**src/sv/hlx_pkg.sv**
```systemverilog
`default_nettype none
// ----------------------------------------------------------------------------
// hlx_pkg
// Shared types, register indexes and step tables of the Helix cipher core.
// ----------------------------------------------------------------------------
package hlx_pkg;

   // sequencer states
   typedef enum logic [3:0] {
      S_IDLE,
      S_KLOAD,
      S_RUN,
      S_NEXT,
      S_NLOAD,
      S_PREP0,
      S_PREP1,
      S_EMIT,
      S_WORD,
      S_TAIL
   } state_type;

   // kind of block being run
   typedef enum logic [2:0] {
      PH_KEY,
      PH_INIT,
      PH_DATA,
      PH_FIN,
      PH_TAG
   } phase_type;

   // register indexes
   localparam logic [2:0] CSR_KEY01  = 3'd0;
   localparam logic [2:0] CSR_KEY23  = 3'd1;
   localparam logic [2:0] CSR_KEY45  = 3'd2;
   localparam logic [2:0] CSR_KEY67  = 3'd3;
   localparam logic [2:0] CSR_KEYLEN = 3'd4;
   localparam logic [2:0] CSR_NONCEL = 3'd5;
   localparam logic [2:0] CSR_NONCEH = 3'd6;
   localparam logic [2:0] CSR_MODE   = 3'd7;

   localparam logic [31:0] MAC_TWEAK   = 32'h912d94f1;
   localparam logic [5:0]  KEY_LEN_MAX = 6'd32;
   localparam logic [31:0] KEY_E_BIAS  = 32'd64;
   localparam logic [4:0]  STEP_LAST   = 5'd19;
   localparam logic [4:0]  STEP_HALF   = 5'd10;
   localparam logic [2:0]  BLK_EIGHT   = 3'd7;
   localparam logic [2:0]  BLK_FOUR    = 3'd3;

   // source rotation of each of the ten steps in a half block
   function automatic logic [31:0] rot_step(input logic [31:0] w, input logic [3:0] sub);
      logic [31:0] r;
      r = w;
      case (sub)
         4'd0: r = {w[16:0], w[31:17]};
         4'd1: r = {w[6:0],  w[31:7]};
         4'd2: r = {w[22:0], w[31:23]};
         4'd3: r = {w[21:0], w[31:22]};
         4'd4: r = {w[14:0], w[31:15]};
         4'd5: r = {w[1:0],  w[31:2]};
         4'd6: r = {w[18:0], w[31:19]};
         4'd7: r = {w[11:0], w[31:12]};
         4'd8: r = {w[20:0], w[31:21]};
         4'd9: r = {w[26:0], w[31:27]};
         default: r = w;
      endcase
      return r;
   endfunction

   // steps that add into the destination, the others xor
   function automatic logic step_is_add(input logic [3:0] sub);
      logic a;
      case (sub) inside
         4'd0, 4'd1, 4'd4, 4'd7, 4'd8: a = 1'b1;
         default: a = 1'b0;
      endcase
      return a;
   endfunction

endpackage
`default_nettype wire

```
**src/sv/helix_stream_cipher_mac.sv**
```systemverilog
`default_nettype none
// ----------------------------------------------------------------------------
// helix_stream_cipher_mac
// Helix stream cipher with MAC, one 32-bit message word per beat.
// ----------------------------------------------------------------------------
// Input beats (req_*) carry one little-endian message word, its byte count
// and a last flag. Result beats (rsp_*) carry the transformed word (if the
// byte count is nonzero) and, after a last beat, four MAC words.
// Key, key length, nonce and mode are written through the csr_* port while
// the core is idle; the user must keep to this, the core does not enforce
// it. Key, key length and mode are taken at the first beat of each message,
// the nonce when the key schedule ends. All block work goes through one
// step unit: one add/xor/rotate per cycle while stepping, steps 0 to
// STEP_LAST in each block; S_NEXT closes a block, S_PREP0 and S_PREP1 form
// the X words and S_EMIT emits where the block yields a result. The first
// beat of a message runs the key schedule (8 blocks) and 8 init blocks
// before its data block starts. A data word runs one data block; a last
// beat adds 8 blocks and 4 MAC blocks. req_ready is high only while idle.
// One output register holds a result; when the receiver stalls, the step
// unit waits at the emit point until that register is free.
// Reset clears the configuration registers, the cipher state and ends any
// message in flight.
// ----------------------------------------------------------------------------
module helix_stream_cipher_mac
   import hlx_pkg::*;
(
   input  wire logic        clock,
   input  wire logic        reset,
   input  wire logic        req_valid,
   output logic             req_ready,
   input  wire logic [31:0] req_data_word,
   input  wire logic [2:0]  req_byte_count,
   input  wire logic        req_last_word,
   output logic             rsp_valid,
   input  wire logic        rsp_ready,
   output logic [31:0]      rsp_out_word,
   output logic [2:0]       rsp_out_bytes,
   output logic             rsp_is_tag,
   output logic             rsp_last_result,
   input  wire logic        csr_wr_en,
   input  wire logic [2:0]  csr_index,
   input  wire logic [63:0] csr_wdata
);

   // configuration registers
   logic [63:0] key_ff [4];
   logic [5:0]  klen_ff;
   logic [63:0] nlo_ff, nhi_ff;
   logic        cmode_ff;

   state_type   state_ff, state_in;
   phase_type   phase_ff, phase_in;
   logic [31:0] r_ff [5];
   logic [31:0] r_in [5];
   logic [31:0] wk_ff [8];
   logic [31:0] wk_in [8];
   logic [31:0] ne_ff [8];
   logic [31:0] ne_in [8];
   logic [30:0] idxl_ff, idxl_in;
   logic [31:0] idxh_ff, idxh_in;
   logic        msg_ff, msg_in;
   logic [5:0]  len_ff, len_in;
   logic        mode_ff, mode_in;
   logic [4:0]  st_ff, st_in;
   logic [2:0]  blk_ff, blk_in;
   logic [31:0] x0_ff, x0_in, x1_ff, x1_in, p_ff, p_in;
   logic [31:0] data_ff, data_in;
   logic [2:0]  cnt_ff, cnt_in;
   logic        last_ff, last_in;
   logic        rsp_valid_ff, rsp_valid_in;
   logic [31:0] rsp_word_ff, rsp_word_in;
   logic [2:0]  rsp_bytes_ff, rsp_bytes_in;
   logic        rsp_tag_ff, rsp_tag_in;
   logic        rsp_last_ff, rsp_last_in;

   // step unit signals
   logic [3:0]   sub;
   logic         round;
   logic [31:0]  src_op, res, rot;
   logic [255:0] key_all, key_mask;
   logic [5:0]   len_sat;
   logic [2:0]   wk_addr;
   logic [31:0]  wk_rd, x_extra, dmask, pv;
   logic         out_free;

   assign req_ready       = (state_ff == S_IDLE);
   assign rsp_valid       = rsp_valid_ff;
   assign rsp_out_word    = rsp_word_ff;
   assign rsp_out_bytes   = rsp_bytes_ff;
   assign rsp_is_tag      = rsp_tag_ff;
   assign rsp_last_result = rsp_last_ff;
   assign out_free        = !rsp_valid_ff || rsp_ready;

   // configuration writes
   always_ff @(posedge clock) begin
      if (reset) begin
         for (int i = 0; i < 4; i++) key_ff[i] <= '0;
         klen_ff  <= '0;
         nlo_ff   <= '0;
         nhi_ff   <= '0;
         cmode_ff <= 1'b0;
      end else if (csr_wr_en) begin
         unique case (csr_index)
            CSR_KEY01:  key_ff[0] <= csr_wdata;
            CSR_KEY23:  key_ff[1] <= csr_wdata;
            CSR_KEY45:  key_ff[2] <= csr_wdata;
            CSR_KEY67:  key_ff[3] <= csr_wdata;
            CSR_KEYLEN: klen_ff   <= csr_wdata[5:0];
            CSR_NONCEL: nlo_ff    <= csr_wdata;
            CSR_NONCEH: nhi_ff    <= csr_wdata;
            CSR_MODE:   cmode_ff  <= csr_wdata[0];
            default:    klen_ff   <= klen_ff;
         endcase
      end
   end

   // step unit: destination at slot 0, source at slot 3
   always_comb begin
      round  = (st_ff >= STEP_HALF);
      sub    = round ? 4'(st_ff - STEP_HALF) : st_ff[3:0];
      if (sub == 4'd5)
         src_op = r_ff[3] + (round ? x1_ff : x0_ff);
      else if (sub == 4'd0)
         src_op = r_ff[3] ^ (round ? p_ff : 32'd0);
      else
         src_op = r_ff[3];
      res = step_is_add(sub) ? (r_ff[0] + src_op) : (r_ff[0] ^ src_op);
      rot = rot_step(r_ff[3], sub);
   end

   // masked raw key
   always_comb begin
      key_all = {key_ff[3], key_ff[2], key_ff[1], key_ff[0]};
      len_sat = (klen_ff > KEY_LEN_MAX) ? KEY_LEN_MAX : klen_ff;
      for (int b = 0; b < 32; b++)
         key_mask[8*b +: 8] = (6'(b) < len_sat) ? key_all[8*b +: 8] : 8'h00;
   end

   // x word sources and data masking
   always_comb begin
      wk_addr = (state_ff == S_PREP1) ? (idxl_ff[2:0] + 3'd4) : idxl_ff[2:0];
      wk_rd   = wk_ff[wk_addr];
      if (idxl_ff[1:0] == 2'd3)
         x_extra = idxh_ff;
      else if (idxl_ff[1:0] == 2'd1)
         x_extra = {24'd0, len_ff, 2'b00};
      else
         x_extra = 32'd0;
      case (cnt_ff)
         3'd1:    dmask = 32'h0000_00ff;
         3'd2:    dmask = 32'h0000_ffff;
         3'd3:    dmask = 32'h00ff_ffff;
         default: dmask = 32'hffff_ffff;
      endcase
      pv = mode_ff ? ((data_ff ^ r_ff[0]) & dmask) : (data_ff & dmask);
   end

   // next state
   always_comb begin
      state_in = state_ff;
      unique case (state_ff)
         S_IDLE:  if (req_valid) state_in = msg_ff ? S_WORD : S_KLOAD;
         S_KLOAD: state_in = S_RUN;
         S_RUN:   if (st_ff == STEP_LAST) state_in = S_NEXT;
         S_NEXT: begin
            unique case (phase_ff)
               PH_KEY:  state_in = (blk_ff == BLK_EIGHT) ? S_NLOAD : S_KLOAD;
               PH_INIT: state_in = (blk_ff == BLK_EIGHT) ? S_WORD : S_PREP0;
               PH_DATA: state_in = S_TAIL;
               PH_FIN:  state_in = S_PREP0;
               PH_TAG:  state_in = (blk_ff == BLK_FOUR) ? S_IDLE : S_PREP0;
               default: state_in = S_IDLE;
            endcase
         end
         S_NLOAD: state_in = S_PREP0;
         S_PREP0: state_in = S_PREP1;
         S_PREP1: state_in = (phase_ff == PH_DATA || phase_ff == PH_TAG) ? S_EMIT : S_RUN;
         S_EMIT:  if (out_free) state_in = S_RUN;
         S_WORD:  state_in = (cnt_ff != 3'd0) ? S_PREP0 : S_TAIL;
         S_TAIL:  state_in = last_ff ? S_PREP0 : S_IDLE;
         default: state_in = S_IDLE;
      endcase
   end

   // datapath and outputs
   always_comb begin
      phase_in = phase_ff;
      for (int i = 0; i < 5; i++) r_in[i] = r_ff[i];
      for (int i = 0; i < 8; i++) begin
         wk_in[i] = wk_ff[i];
         ne_in[i] = ne_ff[i];
      end
      idxl_in      = idxl_ff;
      idxh_in      = idxh_ff;
      msg_in       = msg_ff;
      len_in       = len_ff;
      mode_in      = mode_ff;
      st_in        = st_ff;
      blk_in       = blk_ff;
      x0_in        = x0_ff;
      x1_in        = x1_ff;
      p_in         = p_ff;
      data_in      = data_ff;
      cnt_in       = cnt_ff;
      last_in      = last_ff;
      rsp_valid_in = rsp_valid_ff && !rsp_ready;
      rsp_word_in  = rsp_word_ff;
      rsp_bytes_in = rsp_bytes_ff;
      rsp_tag_in   = rsp_tag_ff;
      rsp_last_in  = rsp_last_ff;

      unique case (state_ff)
         // take a beat; a new message loads the masked key words
         S_IDLE: begin
            if (req_valid) begin
               data_in = req_data_word;
               cnt_in  = (req_byte_count > 3'd4) ? 3'd4 : req_byte_count;
               last_in = req_last_word;
               if (!msg_ff) begin
                  msg_in   = 1'b1;
                  len_in   = len_sat;
                  mode_in  = cmode_ff;
                  phase_in = PH_KEY;
                  blk_in   = 3'd0;
                  for (int i = 0; i < 8; i++) wk_in[i] = key_mask[32*i +: 32];
               end
            end
         end
         // key schedule block input
         S_KLOAD: begin
            for (int i = 0; i < 4; i++) r_in[i] = wk_ff[i];
            r_in[4] = 32'(len_ff) + KEY_E_BIAS;
            x0_in   = 32'd0;
            x1_in   = 32'd0;
            p_in    = 32'd0;
            st_in   = 5'd0;
         end
         // one step, then turn the register ring by one
         S_RUN: begin
            r_in[0] = r_ff[1];
            r_in[1] = r_ff[2];
            r_in[2] = rot;
            r_in[3] = r_ff[4];
            r_in[4] = res;
            st_in   = st_ff + 5'd1;
         end
         // block finished
         S_NEXT: begin
            blk_in = blk_ff + 3'd1;
            if (phase_ff == PH_KEY) begin
               for (int i = 0; i < 4; i++) begin
                  wk_in[i]     = r_ff[i] ^ wk_ff[i + 4];
                  wk_in[i + 4] = wk_ff[i];
               end
            end else begin
               idxl_in = idxl_ff + 31'd1;
               if (idxl_in == 31'd0) idxh_in = idxh_ff + 32'd1;
               if (phase_ff == PH_FIN && blk_ff == BLK_EIGHT) begin
                  phase_in = PH_TAG;
                  blk_in   = 3'd0;
               end
               if (phase_ff == PH_TAG && blk_ff == BLK_FOUR) msg_in = 1'b0;
            end
         end
         // nonce expansion and state load
         S_NLOAD: begin
            ne_in[0] = nlo_ff[31:0];
            ne_in[1] = nlo_ff[63:32];
            ne_in[2] = nhi_ff[31:0];
            ne_in[3] = nhi_ff[63:32];
            for (int i = 0; i < 4; i++) ne_in[i + 4] = 32'(i) - ne_in[i];
            r_in[0]  = wk_ff[3] ^ ne_in[0];
            r_in[1]  = wk_ff[4] ^ ne_in[1];
            r_in[2]  = wk_ff[5] ^ ne_in[2];
            r_in[3]  = wk_ff[6] ^ ne_in[3];
            r_in[4]  = wk_ff[7];
            idxl_in  = 31'd0;
            idxh_in  = 32'd0;
            phase_in = PH_INIT;
            blk_in   = 3'd0;
            p_in     = 32'd0;
         end
         // x words, first half
         S_PREP0: begin
            x0_in = wk_rd;
            x1_in = ne_ff[idxl_ff[2:0]] + {1'b0, idxl_ff} + x_extra;
            st_in = 5'd0;
         end
         S_PREP1: x1_in = x1_ff + wk_rd;
         // result beat goes to the output register
         S_EMIT: begin
            if (out_free) begin
               rsp_valid_in = 1'b1;
               if (phase_ff == PH_DATA) begin
                  p_in         = pv;
                  rsp_word_in  = mode_ff ? pv : ((pv ^ r_ff[0]) & dmask);
                  rsp_bytes_in = cnt_ff;
                  rsp_tag_in   = 1'b0;
                  rsp_last_in  = 1'b0;
               end else begin
                  rsp_word_in  = r_ff[0];
                  rsp_bytes_in = 3'd4;
                  rsp_tag_in   = 1'b1;
                  rsp_last_in  = (blk_ff == BLK_FOUR);
               end
            end
         end
         S_WORD: if (cnt_ff != 3'd0) phase_in = PH_DATA;
         // mac start
         S_TAIL: begin
            if (last_ff) begin
               r_in[0]  = r_ff[0] ^ MAC_TWEAK;
               phase_in = PH_FIN;
               blk_in   = 3'd0;
               p_in     = {30'd0, cnt_ff[1:0]};
            end
         end
         default: phase_in = phase_ff;
      endcase
   end

   // control registers
   always_ff @(posedge clock) begin
      if (reset) begin
         state_ff     <= S_IDLE;
         phase_ff     <= PH_KEY;
         msg_ff       <= 1'b0;
         rsp_valid_ff <= 1'b0;
         st_ff        <= '0;
         blk_ff       <= '0;
         idxl_ff      <= '0;
         idxh_ff      <= '0;
         len_ff       <= '0;
         mode_ff      <= 1'b0;
         for (int i = 0; i < 5; i++) r_ff[i] <= '0;
         for (int i = 0; i < 8; i++) begin
            wk_ff[i] <= '0;
            ne_ff[i] <= '0;
         end
      end else begin
         state_ff     <= state_in;
         phase_ff     <= phase_in;
         msg_ff       <= msg_in;
         rsp_valid_ff <= rsp_valid_in;
         st_ff        <= st_in;
         blk_ff       <= blk_in;
         idxl_ff      <= idxl_in;
         idxh_ff      <= idxh_in;
         len_ff       <= len_in;
         mode_ff      <= mode_in;
         for (int i = 0; i < 5; i++) r_ff[i] <= r_in[i];
         for (int i = 0; i < 8; i++) begin
            wk_ff[i] <= wk_in[i];
            ne_ff[i] <= ne_in[i];
         end
      end
   end

   // payload registers
   always_ff @(posedge clock) begin
      x0_ff        <= x0_in;
      x1_ff        <= x1_in;
      p_ff         <= p_in;
      data_ff      <= data_in;
      cnt_ff       <= cnt_in;
      last_ff      <= last_in;
      rsp_word_ff  <= rsp_word_in;
      rsp_bytes_ff <= rsp_bytes_in;
      rsp_tag_ff   <= rsp_tag_in;
      rsp_last_ff  <= rsp_last_in;
   end

`ifndef SYNTH
   // emit point always fills a free output register
   a_emit_loads: assert property (@(posedge clock) disable iff (reset)
      (state_ff == S_EMIT && out_free) |=> rsp_valid_ff)
      else $error("emit did not load output");

   // last marker only on mac words
   a_last_is_tag: assert property (@(posedge clock) disable iff (reset)
      (rsp_valid_ff && rsp_last_ff) |-> rsp_tag_ff)
      else $error("last result on non-tag word");

   // a block always ends after its final step
   a_block_end: assert property (@(posedge clock) disable iff (reset)
      (state_ff == S_RUN && st_ff == STEP_LAST) |=> state_ff == S_NEXT)
      else $error("block did not finish");

   // step counter stays in range while stepping
   a_step_range: assert property (@(posedge clock) disable iff (reset)
      (state_ff == S_RUN) |-> (st_ff <= STEP_LAST))
      else $error("step counter out of range");
`endif

endmodule
`default_nettype wire
```
**config.mk**
```make
export PLATFORM = sky130hd
export DESIGN_NAME = helix_stream_cipher_mac
export DESIGN_NICKNAME = d
export VERILOG_FILES = /design/src/sv/hlx_pkg.sv /design/src/sv/helix_stream_cipher_mac.sv
export SDC_FILE = /design/constraint.sdc
export NUM_CORES = 2
export LEC_CHECK = 0
export BUFFER_PORTS_ARGS = -buffer_cell sky130_fd_sc_hd__buf_4
export CAP_MARGIN = 15
export CORE_ASPECT_RATIO = 0.75
export CORE_MARGIN = 2
export CORE_UTILIZATION = 58
export CTS_CLUSTER_SIZE = 40
export DETAILED_ROUTE_END_ITERATION = 6
export PLACE_DENSITY = 0.78
export SYNTH_ARGS = -nofsm -noshare
export SYNTH_HDL_FRONTEND = slang
export SYNTH_SLANG_ARGS = --single-unit
```
**constraint.sdc**
```tcl
create_clock -name clock -period 9.3 [get_ports clock]
set_clock_uncertainty 0.15 [all_clocks]
set_input_delay 0.465 -clock clock [delete_from_list [all_inputs] [get_ports clock]]
set_output_delay 0.465 -clock clock [all_outputs]
set_load 0.005 [all_outputs]
```
==> run_results.csv <==
group,metric,value,unit
outcome,run_status,"finished with violations",
outcome,failed_checks,"design-rule violations",
clocking,ctsHtreeMaxLevel,4,
timing,timing.final.crit_period,7150,ps
finish,multi_input_logic_area,35700,um^2
clocking,clock_insertion_delay_worst_skew,800,ps
synthesis,syn_area,71100,um^2
synthesis,netlist-cell-type-count,82,
timing,achievable-frequency,140,MHz
global_routing,antenna_found_initial,9,
setup_path,cp_slowest_cell,"buf_4",
clocking,numClockSinks,1320,
synthesis,synth-main-ff-cell,"edfxtp_1",
die,die_boundary_width,408,um
global_routing,grt_pass1_wl,388000,um
clocking,clk_transition_reported_paths,60,ps
pwr,totalPowerFinal,22200,uW
worst_hold_path,min_to,"cmode_ff",
synthesis,synth_area_per_cell,9.81,um^2
timing,final.hold.worst_slack,130,ps
finish,sequential_cell_area,33200,um^2
die,design.core.area,122000,um^2
die,io-pin-count,147,
setup_path,worst_r2r_path_depth,28,
die,num_rows,111,
clocking,tritoncts,"done",
worst_hold_path,hold_start,"csr_index[0]",
routing,route.vias.total,62500,
routing,detailedRoute.firstIterationViolations,10900,
setup_path,timing.reg2reg.setup_slack,2150,ps
finish,non_filler_instance_count_after_layout,8958,
die,fp.dieArea,125000,um^2
timing,timing_max_transition_violations_final,0,
timing,post-route-period-util,76.9,%
finish,fillerInstances,9547,
setup_path,critPathMostFrequentCell,"a21oi_1",
finish,post_route_cells_drive_above_1_share,10.4,%
timing,fin_tns_setup,0,ps
synthesis,synth_seq_area_share,46.7,%
setup_path,path_buf_inv,2,
setup_path,critical_path_class,"reg2reg",
clocking,max-clock-path-buffers,3,
finish,final_common_cell,"nor2_1",
timing,finalHoldViolCount,0,
die,start_util,58.3,%
synthesis,post-synth-top-area-cell,"edfxtp_1",
routing,drc_errors,20,
synthesis,top_cells_by_area_synth,"edfxtp_1 29%, dfxtp_1 18%, xor2_1 4.8%",
clocking,cts.repair.resized,0,
synthesis,post_synth_inst_count,7245,
routing,drt_wl_total,267000,um
setup_path,reg2reg_from,"st_ff[1]",
synthesis,postSynthNetCount,7534,
die,dieHeight,307,um
setup_path,timing.critical_path.slowest_cell_delay,540,ps
timing,grt_setup_unrepaired,"false",
pwr,vdd_ir_drop_max,0.359,mV
global_routing,largest_net_degree_at_the_start_of_global_routing,193,
pwr,power_per_cell_area,281,nW/um^2
setup_path,critical_path.top_delay_family,"compound AO/OA/AOI/OAI gates",
synthesis,post-synth-top-area-fraction,28.7,%
setup_path,crit_path_capture_type,"flip-flop",
finish,area_growth_syn_to_layout,11.3,%
finish,mostFrequentLayoutCells,"867 x nor2_1, 700 x nand2_1, 679 x edfxtp_1",
finish,final_nets,7496,
setup_path,r2r_end,"r_ff[0][153]",
worst_hold_path,hold_class,"in2reg",
place,placement.setup.worst_slack,2330,ps
setup_path,critical_path_peak_fanout,37,
synthesis,synth-seq-cells,1320,
pwr,leakagePower,0.0294,uW
worst_hold_path,number_of_cells_on_the_worst_hold_path,5,
routing,drtPass1Iterations,7,
clocking,cts-buffers-inserted,134,
place,placedCellCount,8599,
setup_path,critPathRequiredTime,9790,ps
global_routing,grt-ovfl-total,0,
synthesis,synth-edff-count,679,
place,place.gp.congestion,1.05,
place,port_buf_inserts,146,
routing,wire_per_inst,29.8,um
timing,worst_slew_margin_rel,13.1,%
place,hpwl,175000,um
global_routing,number_of_global_route_vias_before_repair,58000,
setup_path,critPathArrivalTime,7640,ps
clocking,post-cts-setup-buffers,0,
routing,routed_via_density,6.97,
routing,detail-route-antenna-nets,0,
synthesis,synthArstFlopShare,0,%
timing,layout_setup_ws,2150,ps
setup_path,setup_crit_start_kind,"flip-flop",
global_routing,globalRouteTotalUtil,41.6,%
timing,tightest_slew,1300,ps
synthesis,synth.yosys.warnings,0,
clocking,cts_hold_repair.buffers,104,
timing,setup_violations,0,
run,drv.max_cap_violation_count,0,
clocking,cts-root-buf,"clkbuf_16",
-- cell type report --
cell class / count / share of cell area (%)
Sequential cell: 1320 / 42.0
Clock buffer: 190 / 4.90
Clock inverter: 54 / 0.759
Tap cell: 1638 / 2.59
Inverter: 58 / 0.275
Multi-Input combinational cell: 5293 / 45.2
Timing Repair Buffer: 400 / 4.28
Antenna cell: 5 / 0.0158
-- cell usage after synthesis, types with 22 or more instances --
cell / count
dfxtp_1: 641
a311oi_1: 30
nor4_1: 38
xor2_1: 390
o21a_1: 27
nor2b_1: 32
a22oi_1: 55
o21ai_0: 180
mux2i_1: 42
inv_1: 56
a21oi_1: 389
nand2b_1: 33
and2_1: 422
nand2_1: 702
edfxtp_1: 679
a221oi_1: 374
xnor2_1: 209
or3_1: 29
a211oi_1: 142
o211ai_1: 42
o22ai_1: 35
mux2_2: 68
buf_1: 35
a222oi_1: 60
nor2_1: 877
clkbuf_1: 519
mux4_2: 126
nor3_1: 326
ha_1: 146
fa_1: 35
and3_1: 35
nand4_1: 46
nand3_1: 102
a31oi_1: 22
a21o_1: 71
-- stage by stage --
step / util [%] / instance area [um^2]
global route: 64.8 / 79100
detailed placement: 60.3 / 73500
finish: 64.9 / 79100
global placement: 60.3 / 73500
CTS: 64.8 / 79000
floorplan: - / 71100
-- worst max path at each step --
stage                  start      endpoint  slack (ps)  cells past startpoint
floorplan           st_ff[0]  r_ff[0][157]        2540                     29
global placement    st_ff[1]  r_ff[0][153]        2280                     28
detailed placement  st_ff[1]  r_ff[0][153]        2330                     28
CTS                 st_ff[1]  r_ff[0][153]        2270                     28
global route        st_ff[1]  r_ff[0][153]        1710                     28
finish              st_ff[1]  r_ff[0][153]        2150                     28
-- flip-flops by register name, summed over array words and instances, names as in the netlist, 3 cells and up, named ones only --
register and flops:
rsp_out_bytes 3, x1_ff 32, r_ff 160, blk_ff 3, phase_ff 3, nlo_ff 64
p_ff 32, key_ff 256, data_ff 32, st_ff 5, cnt_ff 3, idxl_ff 31
nhi_ff 64, idxh_ff 32, klen_ff 6, x0_ff 32, wk_ff 256, len_ff 6
ne_ff 254, rsp_out_word 32, state_ff 4
-- report_power, final --
| group | internal [uW] | switching (uW) | total [uW] |
|---|---|---|---|
| clock | 3200 | 2410 | 5610 |
| sequential | 7300 | 1220 | 8520 |
| combinational | 2910 | 5150 | 8060 |
| total | 13400 | 8780 | 22200 |
-- cells by family after synthesis --
kind of cell	after synthesis	synth area share (%)
simple gates	2721	17.8
xor+xnor	599	7.38
mux	236	5.66
fa+ha+maj	181	3.56
compound gates	1556	15.5
flops	1320	46.7
buf+inv	632	3.39
-- layer usage --
layer | vias to the layer above | part of all wire [%] | track usage [%]
li1 | 26500 | - | -
met1 | 30000 | 37 | 55.5
met2 | 4985 | 41 | 58.8
met3 | 1009 | 14 | 11.4
met4 | 2 | 8.0 | 28.8
met5 | - | 0.0056 | 0
-- worst reg2reg max path, delay by kind of cell, from the launching register on --
family	cells	cell delay, ps
flip-flops	1	500
multiplexers	2	550
AND/OR/NAND/NOR	5	650
adder cells (fa/ha/maj)	3	1030
XOR/XNOR	2	250
AO/OA/AOI/OAI	14	3180
buffers and inverters	2	700
Note: power is estimated with default switching activity, not from simulation.
